<file path="config.mk">
export PLATFORM = sky130hd
export DESIGN_NAME = prid_queue
export DESIGN_NICKNAME = d
export VERILOG_FILES = /design/src/rtl/prid_pkg.sv /design/src/rtl/prid_queue.sv
export SDC_FILE = /design/constraint.sdc
export NUM_CORES = 1
export LEC_CHECK = 0
export ABC_AREA = 1
export ABC_CLOCK_PERIOD_IN_PS = 2330
export BUFFER_PORTS_ARGS = -buffer_cell sky130_fd_sc_hd__clkbuf_2
export CAP_MARGIN = 5
export CORE_MARGIN = 8
export CORE_UTILIZATION = 36
export DETAILED_ROUTE_END_ITERATION = 8
export HOLD_SLACK_MARGIN = 0.15
export PLACE_DENSITY = 0.53
export SYNTH_ARGS = -nofsm -noshare
export SYNTH_HDL_FRONTEND = slang
export SYNTH_SLANG_ARGS = --single-unit
</file>
<file path="constraint.sdc">
create_clock -name clk -period 2.33 [get_ports clk]
set_input_delay 0.233 -clock clk [delete_from_list [all_inputs] [get_ports clk]]
set_output_delay 0.233 -clock clk [all_outputs]
set_load 0.02 [all_outputs]
</file>
<file path="src/rtl/prid_pkg.sv">
`timescale 1ns / 1ps
// ----------------------------------------------------------------------------
// prid_pkg
// shared types, codes and defaults of the palette run-length image decoder
// ----------------------------------------------------------------------------
package prid_pkg;

	localparam int PALETTE_DEPTH_DEF = 256;
	localparam int MAX_WIDTH_DEF     = 1024;
	localparam int COORD_MAX         = 2047;
	localparam int QUEUE_DEPTH       = 4;
	localparam int INDEX_BITS_MAX    = 8;

	// request codes
	localparam logic [1:0] REQ_PALETTE = 2'd0;
	localparam logic [1:0] REQ_DATA    = 2'd1;
	localparam logic [1:0] REQ_RESTART = 2'd2;

	// configuration register indexes
	localparam logic [2:0] CFG_IMAGE_WIDTH  = 3'd0;
	localparam logic [2:0] CFG_IMAGE_HEIGHT = 3'd1;
	localparam logic [2:0] CFG_INDEX_BITS   = 3'd2;
	localparam logic [2:0] CFG_MASKED       = 3'd3;
	localparam logic [2:0] CFG_ORIGIN_X     = 3'd4;
	localparam logic [2:0] CFG_ORIGIN_Y     = 3'd5;

	typedef struct packed {
		logic [1:0]  req_type;
		logic [7:0]  palette_index;
		logic [15:0] value;
	} req_t;

	typedef struct packed {
		logic [15:0] color;
		logic [10:0] pixel_x;
		logic [10:0] pixel_y;
		logic [15:0] run_length;
		logic        last;
	} span_t;

	typedef struct packed {
		logic [10:0] image_width;
		logic [3:0]  index_bits;
		logic        masked;
		logic [9:0]  origin_x;
		logic [9:0]  origin_y;
	} cfg_t;

	typedef enum logic [1:0] {
		OP_PAL,
		OP_DATA,
		OP_RESTART
	} op_kind_t;

	// one classified request as it waits in the queue
	typedef struct packed {
		op_kind_t    kind;
		logic        packed_mode;
		logic        skip;
		logic [7:0]  idx0;
		logic [7:0]  idx1;
		logic [15:0] word;
	} op_t;

	typedef enum logic [1:0] {
		BK_IDLE,
		BK_READ1,
		BK_EMIT,
		BK_DIV
	} bk_state_t;

endpackage

</file>
<file path="src/rtl/prid_queue.sv">
`timescale 1ns / 1ps
// ----------------------------------------------------------------------------
// prid_queue
// short op queue between intake and execution
// ----------------------------------------------------------------------------
module prid_queue (
	input  logic          clk,
	input  logic          arst_n,
	input  logic          push,
	input  prid_pkg::op_t push_op,
	output logic          full,
	input  logic          pop,
	output prid_pkg::op_t head,
	output logic          empty
);

	localparam int QAW = (prid_pkg::QUEUE_DEPTH > 1) ? $clog2(prid_pkg::QUEUE_DEPTH) : 1;
	localparam int QCW = $clog2(prid_pkg::QUEUE_DEPTH + 1);

	prid_pkg::op_t  fifo_q [prid_pkg::QUEUE_DEPTH];
	logic [QAW-1:0] wr_ptr_q;
	logic [QAW-1:0] rd_ptr_q;
	logic [QCW-1:0] count_q;

	assign full  = (count_q == QCW'(prid_pkg::QUEUE_DEPTH));
	assign empty = (count_q == '0);
	assign head  = fifo_q[rd_ptr_q];

	always_ff @(posedge clk or negedge arst_n) begin
		if (!arst_n) begin
			wr_ptr_q <= '0;
			rd_ptr_q <= '0;
			count_q  <= '0;
		end else begin
			if (push) begin
				wr_ptr_q <= (wr_ptr_q == QAW'(prid_pkg::QUEUE_DEPTH - 1)) ? '0
					: wr_ptr_q + QAW'(1);
			end
			if (pop) begin
				rd_ptr_q <= (rd_ptr_q == QAW'(prid_pkg::QUEUE_DEPTH - 1)) ? '0
					: rd_ptr_q + QAW'(1);
			end
			if (push && !pop) begin
				count_q <= count_q + QCW'(1);
			end else if (pop && !push) begin
				count_q <= count_q - QCW'(1);
			end
		end
	end

	always_ff @(posedge clk) begin
		if (push) begin
			fifo_q[wr_ptr_q] <= push_op;
		end
	end

	a_no_pop_empty: assert property (@(posedge clk) disable iff (!arst_n)
		pop |-> count_q != '0)
		else $error("pop from empty op queue");

endmodule

</file>
==> metrics <==
outcome complete, no violations; R2R Setup Slk approximately 0.75 ns; Core Util, Final ~46%; ranking of synthesized cells by area edfxtp_1 68%, o211ai_2 9.6%, nand2_1 7.2%; Tmin final about 2.0 ns; Initial Util between 30 and 40%; Avg WL per Cell 15.3 µm; grt total ovfl 0; Synthesis Warnings 0; die width 149 µm; Seq pwr share a little under two fifths; Detail Route Antenna Nets 0; Post-synth ARST share between 4 and 5%; maximum operating frequency 493 MHz; Syn Area/Cell 13.5 µm²; layout cells sized above 1 27.6%; critical path required time around 2.1 ns; initial drt markers 166; period utilization 87.1%; chip height approximately 150 µm; clock slew at reported path FFs about 0.060 ns; clk_skew approximately 0.0062 ns; Yosys top cell by area edfxtp_1; # IOs between 70 and 80; Port Buf Inserts just under 80; worst reg2reg path depth 5; fillers between 1,500 and 2,000; Fin. Hold Viols 0; total design power about 0.0098 W; most common cell after layout, fill and taps aside edfxtp_1; final setup violation count 0; most frequent cells in the layout 144 x edfxtp_1, 123 x nand2_1, 79 x inv_1; Mapped Cells about 470; Total Neg Setup Slack 0 ns; startpoint types flip-flop; sequential fraction of the synthesis area ~70%; worst vdd ir just under 600 µV; TritonCTS clock tree built; DRT Pass-1 Iters 4; WL final 12,700 µm; EDFF count, synth 144; Logic pwr share roughly a third; PostCTS Resize Cnt 0; worst path arrival time 1.80 ns; Slew @ Worst Pin just under 0.5 ns; peak fanout along the critical path 93; largest net degree at the start of global routing 94; first-pass GRT wire length about 20,000 µm; Layout area overhead 25.5%; RePlAce Congestion 0.712; reg2reg end fifo_q[2][30]; area share of the largest cell type after synthesis 67.8%; mapped cell area roughly 6400 µm²; Longest Clk Path Bufs 2; Synth Register Bits about 150; Clk Latency, worst-skew pair 0.41 ns; RSZ-0062 raised after global routing false; NumNets Final 640; full die area approximately 22,000 µm²; Pleak 3.34 nW; Clk pwr share ~28%; Sw Pwr ~0.0034 W; crit end category output port; synth unique cells 21; Int Power 0.00635 W; reg2reg start wr_ptr_q[0]; H-tree depth 4; GRT Total Usage 12.0%; PwrDens approximately 1200 nW/µm²; Worst slew margin 67.9%; postcts setup bufs 0; Crit Path Category reg -> out; max capacitance violation total 0; vias in the first global route 3,782; worst hold path type in -> async; initial antenna violation count 0; area of the core ~17,000 µm²; vias per cell 4.50; diode count 0; Final Max Slew Viols 0; ys flop type edfxtp_1; DRC viols 0; syn_nets about 520; Vias around 3,700; CTS sink count 151; clock root buffer master clkbuf_16; row cnt 48; switching share of total power between 30% and 40%; DP HPWL around 8000 µm; CTS buffer count 17
[cell families (layout without fill, tap and decap cells)]
group	after synthesis	count (layout)	synth area share (%)
compound gates	76	76	12.6
xor+xnor	1	1	0.137
fa+ha+maj	7	7	1.49
buf+inv	107	241	7.53
flops	151	151	70.5
simple gates	129	129	7.69
[layout make-up]
class | instances | area [µm²] | area share (%)
repair buffers | 125 | 906 | 11.3
flip-flops and latches | 151 | 4500 | 56.2
well taps | 225 | 282 | 3.52
inverters | 85 | 327 | 4.08
clock buffers | 19 | 433 | 5.41
multi-input cells | 213 | 1400 | 17.5
clock inverters | 12 | 159 | 1.98
[worst max path at each step]
stage | start | endpoint | slack [ns] | cells after the start
after floorplan | wr_ptr_q[0] | fifo_q[0][0] | 0.57 | 4
after global placement | rd_ptr_q[0] | head[5] | 0.75 | 6
after detailed placement | rd_ptr_q[0] | head[5] | 0.73 | 6
after CTS | rd_ptr_q[0] | head[5] | 0.28 | 6
after global routing | rd_ptr_q[0] | head[20] | 0.18 | 6
final | rd_ptr_q[0] | head[5] | 0.30 | 6
[power by group through the flow]
stage / combinational, W / sequential, W / clock (W)
finish: 0.00337 / 0.00365 / 0.00275
global route: 0.00373 / 0.00370 / 0.00291
CTS: 0.00348 / 0.00366 / 0.00282
detailed placement: 0.00341 / 0.00371 / 0
global placement: 0.00337 / 0.00369 / 0
floorplan: 0.00240 / 0.00368 / 0
[registers in the layout (all words and copies together) (netlist names)]
| register | count |
|---|---|
| rd_ptr_q | 2 |
| count_q | 3 |
| fifo_q | 144 |
| wr_ptr_q | 2 |
[cell usage after synthesis (2+ instances only)]
cell and n:
edfxtp_1 144, nand2_1 123, inv_1 83, o211ai_2 49, o211ai_1 23, buf_2 11, dfrtp_1 7, buf_6 6
ha_1 6, buf_4 4, nor2_1 2, nor3_1 2, o21ai_0 2, o21ai_1 2
[through the flow]
stage	worst slack (ns)	hold WS, ns	instances	cell area [µm²]
6_report	0.300	0.188	830	8010
2_1_floorplan	0.569	-0.0626	471	6380
3_3_place_gp	0.753	0.0918	760	7020
4_1_cts	0.281	0.172	830	8010
3_5_place_dp	0.727	0.0931	760	7020
5_1_grt	0.180	0.206	830	8010
[per-layer routing]
| layer | wire length (µm) | up-vias | GRT usage [%] |
|---|---|---|---|
| li1 | - | 1876 | - |
| met1 | 5800 | 1781 | 14.7 |
| met2 | 6130 | 67 | 19.5 |
| met3 | 573 | 14 | 4.16 |
| met4 | 157 | 0 | 4.09 |
| met5 | 0 | - | 0 |
[what timing repair did]
| action | CTS | global route |
|---|---|---|
| endpoints found under the hold margin | 154 | 0 |
| hold buffers | 39 | 0 |
| setup endpoints to repair | 0 | 0 |
[critical path, cell delays in order, from the launching register on]
cell and delay (ns):
dfrtp_1 0.42, inv_4 0.09, buf_12 0.33, nand2_1 0.12
o211ai_2 0.08, nand2_1 0.10, clkbuf_2 0.17
Note: power is estimated with default switching activity, not from simulation.
