[src/rtl/prid_pkg.sv]
`timescale 1ns / 1ps
// ----------------------------------------------------------------------------
// prid_pkg
// shared types, codes and defaults of the palette run-length image decoder
// ----------------------------------------------------------------------------
package prid_pkg;

	localparam int PALETTE_DEPTH_DEF = 256;
	localparam int MAX_WIDTH_DEF     = 1024;
	localparam int COORD_MAX         = 2047;
	localparam int QUEUE_DEPTH       = 4;
	localparam int INDEX_BITS_MAX    = 8;

	// request codes
	localparam logic [1:0] REQ_PALETTE = 2'd0;
	localparam logic [1:0] REQ_DATA    = 2'd1;
	localparam logic [1:0] REQ_RESTART = 2'd2;

	// configuration register indexes
	localparam logic [2:0] CFG_IMAGE_WIDTH  = 3'd0;
	localparam logic [2:0] CFG_IMAGE_HEIGHT = 3'd1;
	localparam logic [2:0] CFG_INDEX_BITS   = 3'd2;
	localparam logic [2:0] CFG_MASKED       = 3'd3;
	localparam logic [2:0] CFG_ORIGIN_X     = 3'd4;
	localparam logic [2:0] CFG_ORIGIN_Y     = 3'd5;

	typedef struct packed {
		logic [1:0]  req_type;
		logic [7:0]  palette_index;
		logic [15:0] value;
	} req_t;

	typedef struct packed {
		logic [15:0] color;
		logic [10:0] pixel_x;
		logic [10:0] pixel_y;
		logic [15:0] run_length;
		logic        last;
	} span_t;

	typedef struct packed {
		logic [10:0] image_width;
		logic [3:0]  index_bits;
		logic        masked;
		logic [9:0]  origin_x;
		logic [9:0]  origin_y;
	} cfg_t;

	typedef enum logic [1:0] {
		OP_PAL,
		OP_DATA,
		OP_RESTART
	} op_kind_t;

	// one classified request as it waits in the queue
	typedef struct packed {
		op_kind_t    kind;
		logic        packed_mode;
		logic        skip;
		logic [7:0]  idx0;
		logic [7:0]  idx1;
		logic [15:0] word;
	} op_t;

	typedef enum logic [1:0] {
		BK_IDLE,
		BK_READ1,
		BK_EMIT,
		BK_DIV
	} bk_state_t;

endpackage

[src/rtl/prid_front.sv]
`timescale 1ns / 1ps
// ----------------------------------------------------------------------------
// prid_front
// request intake: decodes request type and unpacks data words into ops
// ----------------------------------------------------------------------------
module prid_front (
	input  logic           clk,
	input  logic           arst_n,
	input  prid_pkg::cfg_t cfg,
	input  logic           req_valid,
	output logic           req_stall,
	input  prid_pkg::req_t req,
	output logic           push,
	output prid_pkg::op_t  op,
	input  logic           full
);

	logic          valid_s1;
	prid_pkg::op_t op_s1;
	prid_pkg::op_t op_d;
	logic          known;
	logic [3:0]    bits_eff;
	logic [15:0]   idx_mask;
	logic [7:0]    run_idx;
	logic [15:0]   run_len;
	logic          accept;

	assign req_stall = valid_s1 && full;
	assign accept    = req_valid && !req_stall;
	assign push      = valid_s1 && !full;
	assign op        = op_s1;

	always_comb begin
		bits_eff = (cfg.index_bits > 4'(prid_pkg::INDEX_BITS_MAX))
			? 4'(prid_pkg::INDEX_BITS_MAX) : cfg.index_bits;
		idx_mask = (16'd1 << bits_eff) - 16'd1;
		run_idx  = 8'(req.value & idx_mask);
		run_len  = (req.value >> bits_eff) + 16'd1;
		op_d     = '0;
		known    = 1'b1;
		unique case (req.req_type)
			prid_pkg::REQ_PALETTE: begin
				op_d.kind = prid_pkg::OP_PAL;
				op_d.idx0 = req.palette_index;
				op_d.word = req.value;
			end
			prid_pkg::REQ_DATA: begin
				op_d.kind        = prid_pkg::OP_DATA;
				op_d.packed_mode = (cfg.index_bits == 4'd0);
				op_d.idx0        = op_d.packed_mode ? req.value[15:8] : run_idx;
				op_d.idx1        = req.value[7:0];
				op_d.word        = run_len;
				op_d.skip        = cfg.masked && (run_idx == 8'd0);
			end
			prid_pkg::REQ_RESTART: begin
				op_d.kind = prid_pkg::OP_RESTART;
			end
			default: begin
				known = 1'b0;
			end
		endcase
	end

	always_ff @(posedge clk or negedge arst_n) begin
		if (!arst_n) begin
			valid_s1 <= 1'b0;
		end else if (accept) begin
			valid_s1 <= known;
		end else if (push) begin
			valid_s1 <= 1'b0;
		end
	end

	always_ff @(posedge clk) begin
		if (accept) begin
			op_s1 <= op_d;
		end
	end

	a_stall_holds_op: assert property (@(posedge clk) disable iff (!arst_n)
		req_stall |-> valid_s1)
		else $error("intake stalls with no op held");

endmodule

[config.mk]
export PLATFORM = sky130hd
export DESIGN_NAME = prid_front
export DESIGN_NICKNAME = d
export VERILOG_FILES = /design/src/rtl/prid_pkg.sv /design/src/rtl/prid_front.sv
export SDC_FILE = /design/constraint.sdc
export NUM_CORES = 1
export LEC_CHECK = 0
export ABC_AREA = 1
export BUFFER_PORTS_ARGS = -buffer_cell sky130_fd_sc_hd__buf_2
export CORE_UTILIZATION = 45
export CTS_CLUSTER_SIZE = 25
export DETAILED_ROUTE_END_ITERATION = 16
export MAX_ROUTING_LAYER = met4
export PLACE_DENSITY_LB_ADDON = 0.3
export SLEW_MARGIN = 15
export SYNTH_ARGS = -nofsm -noshare
export SYNTH_HDL_FRONTEND = slang
export SYNTH_SLANG_ARGS = --single-unit
[constraint.sdc]
create_clock -name clk -period 2.26 [get_ports clk]
set_input_delay 0.226 -clock clk [delete_from_list [all_inputs] [get_ports clk]]
set_output_delay 0.226 -clock clk [all_outputs]
set_load 0.05 [all_outputs]
==> impl_summary.log <==
[metrics] total CTS buffers: 5
[metrics] Data arrival, critical path: 2.08 ns
[metrics] maximum net fanout on the critical path: 22
[metrics] largest net degree at the start of global routing: 37
[metrics] GR Layer Usage met3: 0.03596
[metrics] sink count of the clock tree: 37
[metrics] share of power burned in the clock network: 0.242
[metrics] Crit Path Class: in -> reg
[metrics] critical path's top delay family: simple AND/OR/NAND/NOR gates
[metrics] Port Buffers: 72
[metrics] vias in the first global route: 2812
[metrics] last weighted congestion value of the routability-driven placer: 0.9469
[metrics] Netlist Area Pre-Place: 2810 um^2
[metrics] DIE AREA: 6565 um^2
[metrics] worst clock skew: 0.003719 ns
[metrics] total wire length after detailed routing: 8.374 mm
[metrics] master of the slowest instance on the critical path: sky130_fd_sc_hd__buf_2
[metrics] clock period minus final worst setup slack: 2.023 ns
[metrics] Antenna Violating Nets Remaining: 0
[metrics] Post CTS Setup Buffer Count: 0
[metrics] Least-Margin Pin Slew: 0.4547 ns
[metrics] M2 GR Usage: 0.4395
[metrics] share of power burned in combinational logic: 0.347
[metrics] cell count after placement: 575
[metrics] number of filler instances in the final layout: 585
[metrics] most crowded layer after global routing: met2
[metrics] maximum clock path buffer count: 2
[metrics] later-pin clock latency in the skew report: 0.30 ns
[metrics] average via count per standard cell: 5.284
[metrics] Switching Share: 0.3794
[metrics] post-layout instance count excluding filler cells: 584
[metrics] cell-internal power: 0.001236 W
[metrics] path category of the worst min-delay check: in -> reg
[metrics] warning count from the yosys run: 0
[metrics] Mapped Avg Cell Area: 6.905 um^2
[metrics] maximum level of the CTS H-tree: 2
[metrics] unrepaired setup endpoints after global routing: false
[metrics] count of pins over their slew limit: 0
[metrics] count of distinct cell types in the synthesized netlist: 31
[metrics] required time of the worst setup path: 2.32 ns
[metrics] clock tree from TritonCTS: yes
[metrics] Max Fclk: 494.4 MHz
[metrics] root buffer cell: sky130_fd_sc_hd__clkbuf_8
[metrics] share of post-route cells with drive strength above 1: 0.2593
[metrics] total power: 0.001992 W
[metrics] Critical Path End Type: flop
[metrics] cell repeated most along the worst path: sky130_fd_sc_hd__nand3_1
[metrics] placeable core region: 5956 um^2
[metrics] largest vdd supply drop: 0.3887 mV
[metrics] first-pass GRT wire length: 13.43 mm
[metrics] count of flip-flops with a built-in enable after synthesis: 36
[metrics] category of the worst setup path launch point: input port
[metrics] number of maximum-capacitance violations: 0
[metrics] site row count: 28
[metrics] crit share post-route: 0.8950
[metrics] count of vias placed by the detailed router: 3086
[metrics] DRC violation total after the first TritonRoute iteration: 216
[metrics] number of nets produced by synthesis: 475
[metrics] number of diodes added for antenna fixing: 0
[metrics] register bit count reported by yosys: 37
[metrics] initial antenna violation count: 0
[metrics] routed wirelength normalized by instance count: 14.34 um
[metrics] length of the first detailed-routing pass in iterations: 5
[metrics] commonest cells after routing, fill and taps aside: 135 x sky130_fd_sc_hd__nand2_1, 72 x sky130_fd_sc_hd__buf_2, 69 x sky130_fd_sc_hd__nand3_1, 46 x sky130_fd_sc_hd__inv_1, 44 x sky130_fd_sc_hd__nor2_1
[metrics] layout overhead on the synthesized area: 26.76%
[metrics] final-report setup violation count: 0
[metrics] width of the die: 81.03 um
[metrics] status: finished, final reports clean
[metrics] I/O pin total: 104
[metrics] prevailing post-synth register cell: sky130_fd_sc_hd__edfxtp_1
[metrics] net switching power: 0.0007557 W
[metrics] remaining design rule violation count: 0
[metrics] cell-by-cell listing of the critical path: buf_2, inv_4, nand2_4, nand2_1, nand2_1, nand3_1, nand3_1, nand3_1, inv_1, ha_1, nand3_1, nor2_4, nand3_1, nand3_1, nand2_1
[metrics] worst stage delay on the critical path: 0.22 ns
[metrics] floorplan die height: 81.03 um
[metrics] Post-layout nets: 576
[metrics] sequential cell fraction of total power: 0.411
[metrics] worst hold margin: 0.1692 ns
[metrics] pwr dens: 559.2 nW/um^2
[metrics] count of mapped cells out of synthesis: 407
[metrics] sum of buffers and inverters on the critical path: 3
[metrics] endpoints failing hold: 0
[metrics] async set-or-reset flop fraction in the synthesized netlist: 0.02703
[metrics] Static Leak: 1.816 nW
[metrics] initial core utilization: 0.4718
[metrics] max-slew headroom at the worst pin: 0.6969
[metrics] sequential area share after synthesis: 0.3936
[metrics] total congestion overflow: 0
[metrics] met1 Track Usage GR: 0.3661
[metrics] clock transition at the registers of the reported paths: 0.08 ns
[metrics] share of the core filled with cells in the final layout: 0.5981
[metrics] most common cell after layout, fill and taps aside: sky130_fd_sc_hd__nand2_1
[metrics] Total GRT Usage: 0.2793
[metrics] HPWL Detailed: 6.561 mm
[worst reg2reg max path, cell delays in order (launching register included)]
cell                      delay, ns
sky130_fd_sc_hd__dfrtp_1       0.38
sky130_fd_sc_hd__nand2_1       0.09
sky130_fd_sc_hd__inv_1         0.06
sky130_fd_sc_hd__nor2_2        0.07
sky130_fd_sc_hd__buf_4         0.40
[state kept, by name (all words and copies together) (netlist names)]
signal and cells:
op 36, valid_s1 1
[power by group through the flow]
stage	clock network (W)	registers [W]	logic (W)
global route	0.000500	0.000823	0.000752
floorplan	0	0.000993	0.000298
detailed placement	0	0.000835	0.000678
finish	0.000483	0.000818	0.000691
CTS	0.000484	0.000819	0.000682
global placement	0	0.000833	0.000670
[synth_stat cells, drive strengths merged (2+ instances only)]
master  number  share of area
nand2      140           0.20
nand3       70           0.13
nor2        54          0.085
inv         47          0.064
edfxtp      36           0.38
o21ai       19          0.034
buf          7          0.022
clkbuf       6         0.0080
o211ai       6          0.016
nand4        5          0.011
a21oi        3         0.0067
o22ai        3         0.0067
ha           2         0.0089
o221ai       2         0.0062
[worst paths after layout]
kind	from	endpoint	slack, ns	cells after the start
setup reg to reg	valid_s1$_DFFE_PN0P_	op[14]$_DFFE_PP_	0.91	4
setup / recovery	cfg[24]	op[14]$_DFFE_PP_	0.24	15
max in group asynchronous	arst_n	valid_s1$_DFFE_PN0P_	1.94	2
hold / removal	req_valid	valid_s1$_DFFE_PN0P_	0.17	3
min in group asynchronous	arst_n	valid_s1$_DFFE_PN0P_	0.23	2
hold reg to reg	valid_s1$_DFFE_PN0P_	valid_s1$_DFFE_PN0P_	0.51	2
[repair_timing]
| action | in CTS | in global routing |
|---|---|---|
| hold buffers | 1 | 0 |
| gates resized for setup | 0 | 2 |
| hold endpoints to repair | 1 | 0 |
| endpoints found under the setup margin | 0 | 3 |
[routing by layer]
layer,wire (um),up-vias,share of wire
li1,-,1546,-
met1,3789,1383,0.45
met2,3777,141,0.45
met3,609,16,0.073
met4,198,0,0.024
met5,0,-,0
[metrics by stage]
| step | TNS, ns | setup WS (ns) | instance area (um^2) |
|---|---|---|---|
| after floorplan | 0 | 0.1776 | 2813 |
| after detailed placement | -0.4662 | -0.1025 | 3450 |
| after global routing | 0 | 0.007084 | 3562 |
| after global placement | -0.05607 | -0.01796 | 3450 |
| after CTS | 0 | 0.2148 | 3550 |
| final | 0 | 0.2373 | 3562 |
[final cells by class]
class	instances	area, um^2	share of cell area
Clock buffer	5	68.82	0.01932
Clock inverter	3	21.27	0.005971
Inverter	48	182.7	0.05128
Multi-Input combinational cell	309	1451	0.4074
Sequential cell	37	1106	0.3105
Tap cell	75	93.84	0.02634
Timing Repair Buffer	107	638.1	0.1791
[logic make-up (layout without fill, tap and decap cells)]
family                   Yosys count  after routing  share of synthesized area
AO/OA/AOI/OAI                     36             36                    0.07836
adder cells (fa/ha/maj)            2              2                   0.008903
buffers and inverters             61            163                    0.09528
flip-flops                        37             37                     0.3936
AND/OR/NAND/NOR                  271            271                     0.4239
(Power assumes the default switching activity.)
